`config.mk`:
```
export PLATFORM = sky130hd
export DESIGN_NAME = pixel_recolor_gradient
export DESIGN_NICKNAME = d
export VERILOG_FILES = /design/src/rtl/rcg_pkg.sv /design/src/rtl/rcg_step_div.sv /design/src/rtl/rcg_color.sv /design/src/rtl/rcg_shade.sv /design/src/rtl/pixel_recolor_gradient.sv
export VERILOG_INCLUDE_DIRS = /design/src /design/src/rtl
export SDC_FILE = /design/constraint.sdc
export NUM_CORES = 1
export LEC_CHECK = 0
export BUFFER_PORTS_ARGS = -buffer_cell sky130_fd_sc_hd__buf_4
export CORE_MARGIN = 2
export CORE_UTILIZATION = 50
export CTS_BUF_LIST = sky130_fd_sc_hd__clkbuf_2 sky130_fd_sc_hd__clkbuf_4 sky130_fd_sc_hd__clkbuf_8
export CTS_CLUSTER_SIZE = 8
export DETAILED_ROUTE_END_ITERATION = 10
export GPL_TIMING_DRIVEN = 0
export HOLD_SLACK_MARGIN = 0.15
export PLACE_DENSITY = 0.67
export RECOVER_POWER = 50
export SLEW_MARGIN = 20
export SYNTH_ARGS = -nofsm -noshare
export SYNTH_HDL_FRONTEND = slang
export SYNTH_SLANG_ARGS = --single-unit
```
`constraint.sdc`:
```
create_clock -name clock -period 9.38 [get_ports clock]
set_input_delay 0 -clock clock [delete_from_list [all_inputs] [get_ports clock]]
set_output_delay 0 -clock clock [all_outputs]
set_load 0.02 [all_outputs]
```
`src/rtl/pixel_recolor_gradient_assert.svh`:
```
// Assertion macros for the pixel recolor block.
`ifndef PIXEL_RECOLOR_GRADIENT_ASSERT_SVH
`define PIXEL_RECOLOR_GRADIENT_ASSERT_SVH
`ifndef SYNTH
`define RCG_ASSERT_IMPLY(label, ante, cons) \
   label: assert property (@(posedge clock) disable iff (reset) (ante) |-> (cons)) \
      else $error("pixel_recolor_gradient: check failed");
`define RCG_ASSERT_NEXT(label, ante, cons) \
   label: assert property (@(posedge clock) disable iff (reset) (ante) |=> (cons)) \
      else $error("pixel_recolor_gradient: check failed");
`else
`define RCG_ASSERT_IMPLY(label, ante, cons)
`define RCG_ASSERT_NEXT(label, ante, cons)
`endif
`endif

```
`src/rtl/rcg_pkg.sv`:
```
// Shared types, constants and helpers for the pixel recolor block.
package rcg_pkg;

   localparam int MAX_DIM = 4096;
   localparam int DIM_W   = 13;
   localparam int CNT_W   = 12;
   localparam int CSR_IDX_W = 3;
   localparam int CSR_DAT_W = 24;

   localparam logic [CSR_IDX_W-1:0] CSR_MODE       = 3'd0;
   localparam logic [CSR_IDX_W-1:0] CSR_BASE_COLOR = 3'd1;
   localparam logic [CSR_IDX_W-1:0] CSR_END_COLOR  = 3'd2;
   localparam logic [CSR_IDX_W-1:0] CSR_KEY_COLOR  = 3'd3;
   localparam logic [CSR_IDX_W-1:0] CSR_KEEP_COLOR = 3'd4;
   localparam logic [CSR_IDX_W-1:0] CSR_WIDTH      = 3'd5;
   localparam logic [CSR_IDX_W-1:0] CSR_HEIGHT     = 3'd6;

   typedef struct packed {
      logic [31:0] source_pixel;
      logic        first_of_image;
   } req_type;

   typedef struct packed {
      logic [31:0] result_pixel;
      logic        last_of_image;
   } rsp_type;

   // per-channel signed step, index 2 is red, 0 is blue
   typedef logic [2:0][8:0] steps_type;

   // pixel after the position/color stage
   typedef struct packed {
      logic [31:0] pixel;
      logic [23:0] color;
      logic        last;
   } stage_type;

   function automatic logic [DIM_W-1:0] clamp_dim(input logic [DIM_W-1:0] v);
      logic [DIM_W-1:0] r;
      r = v;
      if (v == '0) begin
         r = DIM_W'(1);
      end else if (v > DIM_W'(MAX_DIM)) begin
         r = DIM_W'(MAX_DIM);
      end
      return r;
   endfunction

endpackage

```
`src/rtl/rcg_step_div.sv`:
```
// Gradient step divider: (end - base) / height per channel, one quotient bit a cycle.
module rcg_step_div (
   input  logic                         clock,
   input  logic                         reset,
   input  logic                         start,
   input  logic [23:0]                  base_color,
   input  logic [23:0]                  end_color,
   input  logic [rcg_pkg::DIM_W-1:0]    height,
   output logic                         busy,
   output rcg_pkg::steps_type           steps
);
   import rcg_pkg::*;

   logic [2:0][7:0]       dvd_ff, dvd_in;
   logic [2:0][7:0]       quo_ff, quo_in;
   logic [2:0][DIM_W-1:0] rem_ff, rem_in;
   logic [2:0]            neg_ff, neg_in;
   logic [2:0]            cnt_ff, cnt_in;
   logic                  busy_ff, busy_in;

   logic [2:0][8:0]       diff;
   logic [2:0][8:0]       mag;
   logic [2:0][DIM_W:0]   trial;
   logic [2:0][DIM_W:0]   trial_sub;

   always_comb begin
      for (int c = 0; c < 3; c++) begin
         diff[c]      = {1'b0, end_color[8*c +: 8]} - {1'b0, base_color[8*c +: 8]};
         mag[c]       = diff[c][8] ? 9'(-diff[c]) : diff[c];
         trial[c]     = {rem_ff[c], dvd_ff[c][7]};
         trial_sub[c] = trial[c] - {1'b0, height};
      end
   end

   always_comb begin
      dvd_in  = dvd_ff;
      quo_in  = quo_ff;
      rem_in  = rem_ff;
      neg_in  = neg_ff;
      cnt_in  = cnt_ff;
      busy_in = busy_ff;
      if (start) begin
         for (int c = 0; c < 3; c++) begin
            dvd_in[c] = mag[c][7:0];
            neg_in[c] = diff[c][8];
            quo_in[c] = '0;
            rem_in[c] = '0;
         end
         cnt_in  = '0;
         busy_in = 1'b1;
      end else if (busy_ff) begin
         for (int c = 0; c < 3; c++) begin
            dvd_in[c] = {dvd_ff[c][6:0], 1'b0};
            if (trial[c] >= {1'b0, height}) begin
               rem_in[c] = trial_sub[c][DIM_W-1:0];
               quo_in[c] = {quo_ff[c][6:0], 1'b1};
            end else begin
               rem_in[c] = trial[c][DIM_W-1:0];
               quo_in[c] = {quo_ff[c][6:0], 1'b0};
            end
         end
         cnt_in = cnt_ff + 3'd1;
         if (cnt_ff == 3'd7) begin
            busy_in = 1'b0;
         end
      end
   end

   always_ff @(posedge clock) begin
      if (reset) begin
         quo_ff  <= '0;
         neg_ff  <= '0;
         cnt_ff  <= '0;
         busy_ff <= 1'b0;
      end else begin
         quo_ff  <= quo_in;
         neg_ff  <= neg_in;
         cnt_ff  <= cnt_in;
         busy_ff <= busy_in;
      end
      dvd_ff <= dvd_in;
      rem_ff <= rem_in;
   end

   // truncation toward zero: divide magnitudes, then restore the sign
   always_comb begin
      for (int c = 0; c < 3; c++) begin
         steps[c] = neg_ff[c] ? 9'(-{1'b0, quo_ff[c]}) : {1'b0, quo_ff[c]};
      end
   end

   assign busy = busy_ff;

endmodule

```
`src/rtl/rcg_color.sv`:
```
// Pixel position tracking and current gradient color for each accepted pixel.
module rcg_color (
   input  logic                         clock,
   input  logic                         reset,
   input  logic                         accept,
   input  logic                         first,
   input  logic                         mode,
   input  logic [23:0]                  base_color,
   input  logic [rcg_pkg::DIM_W-1:0]    width,
   input  logic [rcg_pkg::DIM_W-1:0]    height,
   input  rcg_pkg::steps_type           new_steps,
   output logic [23:0]                  color,
   output logic                         last
);
   import rcg_pkg::*;

   logic [CNT_W-1:0]  col_ff, col_in;
   logic [CNT_W-1:0]  row_ff, row_in;
   logic [23:0]       cur_ff, cur_in;
   steps_type         steps_ff, steps_in;

   logic [DIM_W-1:0]  col_e, row_e;
   logic [DIM_W-1:0]  col_nx, row_nx;
   logic [23:0]       cur_e, cur_step;
   steps_type         steps_e;
   logic [2:0][9:0]   sum;

   always_comb begin
      if (first) begin
         col_e   = '0;
         row_e   = '0;
         cur_e   = base_color;
         steps_e = new_steps;
      end else begin
         col_e   = ({1'b0, col_ff} >= width)  ? '0 : {1'b0, col_ff};
         row_e   = ({1'b0, row_ff} >= height) ? '0 : {1'b0, row_ff};
         cur_e   = cur_ff;
         steps_e = steps_ff;
      end

      // step each channel with saturation to 0..255
      for (int c = 0; c < 3; c++) begin
         sum[c] = $signed({2'b00, cur_e[8*c +: 8]}) + $signed({steps_e[c][8], steps_e[c]});
         if (sum[c][9]) begin
            cur_step[8*c +: 8] = 8'd0;
         end else if (sum[c][8]) begin
            cur_step[8*c +: 8] = 8'd255;
         end else begin
            cur_step[8*c +: 8] = sum[c][7:0];
         end
      end

      cur_in = (mode && col_e == '0) ? cur_step : cur_e;
      color  = mode ? cur_in : base_color;
      last   = (col_e == width - DIM_W'(1)) && (row_e == height - DIM_W'(1));

      col_nx = col_e + DIM_W'(1);
      row_nx = row_e;
      if (col_nx >= width) begin
         col_nx = '0;
         row_nx = row_e + DIM_W'(1);
         if (row_nx >= height) begin
            row_nx = '0;
         end
      end
      col_in   = col_nx[CNT_W-1:0];
      row_in   = row_nx[CNT_W-1:0];
      steps_in = steps_e;
   end

   always_ff @(posedge clock) begin
      if (reset) begin
         col_ff   <= '0;
         row_ff   <= '0;
         cur_ff   <= '0;
         steps_ff <= '0;
      end else if (accept) begin
         col_ff   <= col_in;
         row_ff   <= row_in;
         cur_ff   <= cur_in;
         steps_ff <= steps_in;
      end
   end

endmodule

```
`src/rtl/rcg_shade.sv`:
```
// Recolor of one pixel: keep, key replacement or black-value shading.
module rcg_shade (
   input  rcg_pkg::stage_type stage,
   input  logic [23:0]        key_color,
   input  logic [23:0]        keep_color,
   output rcg_pkg::rsp_type   rsp
);
   import rcg_pkg::*;

   logic [23:0] src_rgb;
   logic [7:0]  mx_rg, mx;
   logic [7:0]  black;
   logic [23:0] shaded;

   always_comb begin
      src_rgb = stage.pixel[23:0];
      mx_rg   = (src_rgb[23:16] > src_rgb[15:8]) ? src_rgb[23:16] : src_rgb[15:8];
      mx      = (mx_rg > src_rgb[7:0]) ? mx_rg : src_rgb[7:0];
      black   = 8'd255 - mx;
      for (int c = 0; c < 3; c++) begin
         shaded[8*c +: 8] = (stage.color[8*c +: 8] < black) ? 8'd0
                                                           : stage.color[8*c +: 8] - black;
      end

      priority if (src_rgb == keep_color) begin
         rsp.result_pixel = stage.pixel;
      end else if (src_rgb == key_color) begin
         rsp.result_pixel = {8'hFF, stage.color};
      end else begin
         rsp.result_pixel = {8'hFF, shaded};
      end
      rsp.last_of_image = stage.last;
   end

endmodule

```
`src/rtl/pixel_recolor_gradient.sv`:
```
// Pixel recolor with solid or vertical gradient color: one pixel per cycle unless held by rsp_ready or the divider.
// Stage 1 registers the pixel with its current color; stage 2 registers the recolored result.
// A config transfer starts the step divider: req_ready stays low while the start is pending and the divider is busy.
// Reset (synchronous, active high) clears registers to defaults, counters, color and steps.
module pixel_recolor_gradient (
   input  logic                            clock,
   input  logic                            reset,
   input  logic                            req_valid,
   output logic                            req_ready,
   input  rcg_pkg::req_type                req_data,
   output logic                            rsp_valid,
   input  logic                            rsp_ready,
   output rcg_pkg::rsp_type                rsp_data,
   input  logic                            csr_valid,
   output logic                            csr_ready,
   input  logic [rcg_pkg::CSR_IDX_W-1:0]   csr_index,
   input  logic [rcg_pkg::CSR_DAT_W-1:0]   csr_data
);
   import rcg_pkg::*;

   `include "pixel_recolor_gradient_assert.svh"

   logic             mode_ff;
   logic [23:0]      base_ff, end_ff, key_ff, keep_ff;
   logic [DIM_W-1:0] width_ff, height_ff;
   logic             start_ff;

   logic             csr_xfer;
   logic             req_xfer;
   logic             out_adv;
   logic             div_busy;
   steps_type        div_steps;
   logic [DIM_W-1:0] width_c, height_c;
   logic [23:0]      cur_color;
   logic             cur_last;

   logic             s1_valid_ff;
   stage_type        s1_ff;
   logic             rsp_valid_ff;
   rsp_type          rsp_ff, rsp_in;

   assign csr_ready = 1'b1;
   assign csr_xfer  = csr_valid && csr_ready;

   always_ff @(posedge clock) begin
      if (reset) begin
         mode_ff   <= 1'b0;
         base_ff   <= '0;
         end_ff    <= '0;
         key_ff    <= 24'hFFFFFF;
         keep_ff   <= '0;
         width_ff  <= DIM_W'(1);
         height_ff <= DIM_W'(1);
         start_ff  <= 1'b0;
      end else begin
         start_ff <= csr_xfer;
         if (csr_xfer) begin
            unique case (csr_index)
               CSR_MODE:       mode_ff   <= csr_data[0];
               CSR_BASE_COLOR: base_ff   <= csr_data[23:0];
               CSR_END_COLOR:  end_ff    <= csr_data[23:0];
               CSR_KEY_COLOR:  key_ff    <= csr_data[23:0];
               CSR_KEEP_COLOR: keep_ff   <= csr_data[23:0];
               CSR_WIDTH:      width_ff  <= csr_data[DIM_W-1:0];
               CSR_HEIGHT:     height_ff <= csr_data[DIM_W-1:0];
               default: ;
            endcase
         end
      end
   end

   assign width_c  = clamp_dim(width_ff);
   assign height_c = clamp_dim(height_ff);

   rcg_step_div u_div (
      .clock      (clock),
      .reset      (reset),
      .start      (start_ff),
      .base_color (base_ff),
      .end_color  (end_ff),
      .height     (height_c),
      .busy       (div_busy),
      .steps      (div_steps)
   );

   assign out_adv   = !rsp_valid_ff || rsp_ready;
   assign req_ready = !div_busy && !start_ff && (!s1_valid_ff || out_adv);
   assign req_xfer  = req_valid && req_ready;

   rcg_color u_color (
      .clock      (clock),
      .reset      (reset),
      .accept     (req_xfer),
      .first      (req_data.first_of_image),
      .mode       (mode_ff),
      .base_color (base_ff),
      .width      (width_c),
      .height     (height_c),
      .new_steps  (div_steps),
      .color      (cur_color),
      .last       (cur_last)
   );

   always_ff @(posedge clock) begin
      if (reset) begin
         s1_valid_ff <= 1'b0;
      end else if (req_xfer) begin
         s1_valid_ff <= 1'b1;
      end else if (out_adv) begin
         s1_valid_ff <= 1'b0;
      end
      if (req_xfer) begin
         s1_ff.pixel <= req_data.source_pixel;
         s1_ff.color <= cur_color;
         s1_ff.last  <= cur_last;
      end
   end

   rcg_shade u_shade (
      .stage      (s1_ff),
      .key_color  (key_ff),
      .keep_color (keep_ff),
      .rsp        (rsp_in)
   );

   always_ff @(posedge clock) begin
      if (reset) begin
         rsp_valid_ff <= 1'b0;
      end else if (out_adv) begin
         rsp_valid_ff <= s1_valid_ff;
      end
      if (out_adv && s1_valid_ff) begin
         rsp_ff <= rsp_in;
      end
   end

   assign rsp_valid = rsp_valid_ff;
   assign rsp_data  = rsp_ff;

   // a config transfer holds off pixels until the step divider has run
   `RCG_ASSERT_NEXT(a_csr_blocks_req, csr_xfer, !req_ready)
   `RCG_ASSERT_IMPLY(a_no_req_while_div, div_busy, !req_xfer)
   `RCG_ASSERT_NEXT(a_req_enters_stage, req_xfer, s1_valid_ff)
   `RCG_ASSERT_NEXT(a_stage_holds_on_stall, s1_valid_ff && !out_adv, s1_valid_ff)

endmodule

```
==> results.sh <==
export IMPL_status="finished clean"
export IMPL_drtAntennaViolNets=0
export IMPL_synth_warnings=0
export IMPL_cts_tree="built"
export IMPL_vias=22700
export IMPL_wl_per_cell_um=19.7
export IMPL_final_common_cell="nand2_1"
export IMPL_required_ps=9960
export IMPL_start_util_pct=50.4
export IMPL_syn_num_nets=3184
export IMPL_synth_flop_cell="dfxtp_1"
export IMPL_async_reset_ff_share_pct=0
export IMPL_hpwlAfterDp_mm=55.7
export IMPL_cts_buffer_depth=3
export IMPL_die_area_um2=50900
export IMPL_cp_data_arrival_time_ps=7770
export IMPL_place_gp_congestion=0.959
export IMPL_drive_above_1_share_pct=8.27
export IMPL_grt_max_degree=35
export IMPL_netlist_cell_type_count=82
export IMPL_die_x_um=226
export IMPL_critPathSlowestCell="nor2_1"
export IMPL_cts_root_buf="clkbuf_8"
export IMPL_r2r_slack_ps=2190
export IMPL_ys_ff_latch=385
export IMPL_hold_viol=0
export IMPL_grt_use_total_pct=30.3
export IMPL_grt_pass1_wl_mm=121
export IMPL_min_period_over_period_pct=76.6
export IMPL_syn_to_final_growth_pct=16.6
export IMPL_fmax_ghz=0.139
export IMPL_p_total_mw=5.19
export IMPL_crit_fanout=8
export IMPL_numPortBuffers=98
export IMPL_yosysSeqAreaShare_pct=36.0
export IMPL_holdCritPathClass="in -> reg"
export IMPL_critPathBufInv=3
export IMPL_finalMaxSlewViolations=0
export IMPL_drt_iter0_drc=1980
export IMPL_wirelength_mm=77.4
export IMPL_cts_resized_gates=0
export IMPL_start_kind="flop"
export IMPL_drcViolationCount=0
export IMPL_h_tree_depth=3
export IMPL_first_pass_iters=5
export IMPL_critPathKind="reg -> reg"
export IMPL_postSynthCellCount=2917
export IMPL_fp_coreArea_um2=48700
export IMPL_fin_util_pct=58.7
export IMPL_endpoint_kind="flop"
export IMPL_tightest_slew_ps=1490
export IMPL_cts_buffers=70
export IMPL_grt_overflow_total=0
export IMPL_cts_clk_slew_worst_paths_ps=60
export IMPL_nets=3477
export IMPL_relSlewSlack_pct=0.880
export IMPL_final_cell_mix="427 x nand2_1, 296 x a21oi_1, 280 x nor2_1, 271 x dfxtp_1, 190 x ha_1"
export IMPL_fin_tns_setup_ps=0
export IMPL_maxCapViolCount=0
export IMPL_avgViaCountPerCell=5.77
export IMPL_setup_viol=0
export IMPL_clock_latency_ps=670
export IMPL_finClkSkew_ps=57.8
export IMPL_antenna_found_initial=1
export IMPL_slowest_delay_ps=640
export IMPL_peakVddDrop_mv=0.140
export IMPL_p_leak_nw=11.0
export IMPL_cts_sinks=385
export IMPL_ios=101
export IMPL_crit_family="simple AND/OR/NAND/NOR gates"
export IMPL_fin_crit_ps=7190
export IMPL_synth_edf_count=114
export IMPL_rsz0062_at_grt="no"
export IMPL_avgSynthCellArea_um2=8.42
export IMPL_powerDensity_nw_per_um2=181
export IMPL_fp_dieH_um=226
export IMPL_fp_row_count=81
export IMPL_netlist_area_um2=24600
export IMPL_grt_pass1_vias=21900
cell usage after synthesis (6+ instances only):
cell type  instances  area share (%)
a22oi_1           23            0.70
o211ai_1          13            0.40
nand2b_1          19            0.48
dfxtp_1          271              22
nor3b_1            9            0.28
nand4_1           24            0.61
ha_1             190             9.7
nand2_1          427             6.5
o21ai_0           79             1.6
buf_1             15            0.23
nand3b_1          32            0.98
o21bai_1          19            0.58
a31oi_1           40             1.0
nor2b_1           39            0.99
mux2_2            48             2.2
edfxtp_1         114              14
a21oi_1          296             6.0
nor3_1            47            0.96
a21boi_0           6            0.18
o21a_1            31            0.95
xor2_1            75             2.7
nor4_1            18            0.46
a211oi_1          60             1.8
or3_1             34            0.87
inv_1            115             1.8
fa_1              12            0.98
a21o_1            30            0.92
a311oi_1           8            0.29
nand3_1           61             1.2
or4_1              9            0.28
xnor2_1          106             3.8
a2111oi_0         10            0.36
or2_2             19            0.48
a22o_1            13            0.46
o31ai_1           19            0.58
o2111ai_1          6            0.21
clkbuf_1         128             2.0
nor2_1           280             4.3
and3_1            25            0.64
o31a_1             7            0.25
mux2i_1           61             2.5
worst reg2reg max path: cells and delay by family, from the launching register on:
kind / cells / cell delay, ps
flops: 1 / 300
fa+ha+maj: 3 / 860
compound gates: 9 / 2100
simple gates: 11 / 3160
xor+xnor: 1 / 150
buf+inv: 3 / 540
layer usage:
metal / global-route usage, % / up-vias / wire length, µm
met2: 49.3 / 839 / 35000
met4: 11.4 / 0 / 2510
li1: - / 11000 / -
met5: 0 / - / 0
met1: 40.9 / 10700 / 34400
met3: 4.24 / 159 / 5540
stage by stage:
step	std cells	instance area [µm²]	worst slack, ps	hold WS [ps]
2_1_floorplan	2917	24600	3560	98.9
3_3_place_gp	3679	26100	1600	179
3_5_place_dp	3682	26200	2410	179
4_1_cts	3927	28800	2350	156
6_report	3928	28600	2190	193
5_1_grt	3928	28600	1580	192
path summary, 6_finish.rpt:
path	depth (start not counted)	startpoint	endpoint
min reg2reg	0	s1_ff[0]$_DFFE_PP_	rsp_data[0]$_DFFE_PP_
min	4	csr_data[22]	base_ff[22]$_SDFFE_PP0P_
max reg2reg	27	height_ff[7]$_SDFFE_PP0P_	u_color.row_ff[5]$_SDFFE_PP0P_
max	27	height_ff[7]$_SDFFE_PP0P_	u_color.row_ff[5]$_SDFFE_PP0P_
sequential cells by signal, summed over array words and instances (netlist names), 3 cells and up:
register / count
s1_ff: 57
key_ff: 24
u_color.col_ff: 12
u_color.cur_ff: 24
end_ff: 24
rsp_data: 33
u_div.quo_ff: 24
u_div.cnt_ff: 3
u_div.dvd_ff: 24
keep_ff: 24
u_color.row_ff: 12
base_ff: 24
u_color.steps_ff: 27
u_div.neg_ff: 3
width_ff: 13
height_ff: 13
u_div.rem_ff: 39
timing repair:
item	in CTS	in global routing
endpoints found under the hold margin	184	0
buffers inserted	0	0
hold buffers	120	0
area by class of cell:
type,instances,area (µm²)
fillers,4309,20100
plain buffers,150,584
repair buffers,221,1830
multi-input cells,2266,14700
clock inverters,27,176
diodes,1,2.50
inverters,116,435
flip-flops and latches,385,8850
well taps,664,831
clock buffers,98,1220
where the power goes:
part / internal, mW / total, mW / switching (mW)
combinational: 0.699 / 1.62 / 0.919
clock: 0.871 / 1.62 / 0.754
sequential: 1.85 / 1.95 / 0.0998
total: 3.42 / 5.19 / 1.77
logic make-up after synthesis:
group,after synthesis,share of synthesized area [%]
DFF,385,36.0
xor gates and xnor gates,181,6.46
AOI/OAI and AO/OA,705,18.0
muxes,109,4.69
and+or+nand+nor,1068,20.0
other,1,0.0153
buffers and inverters,266,4.14
adders and majority gates,202,10.7
Power figures use the tool's default switching activity.
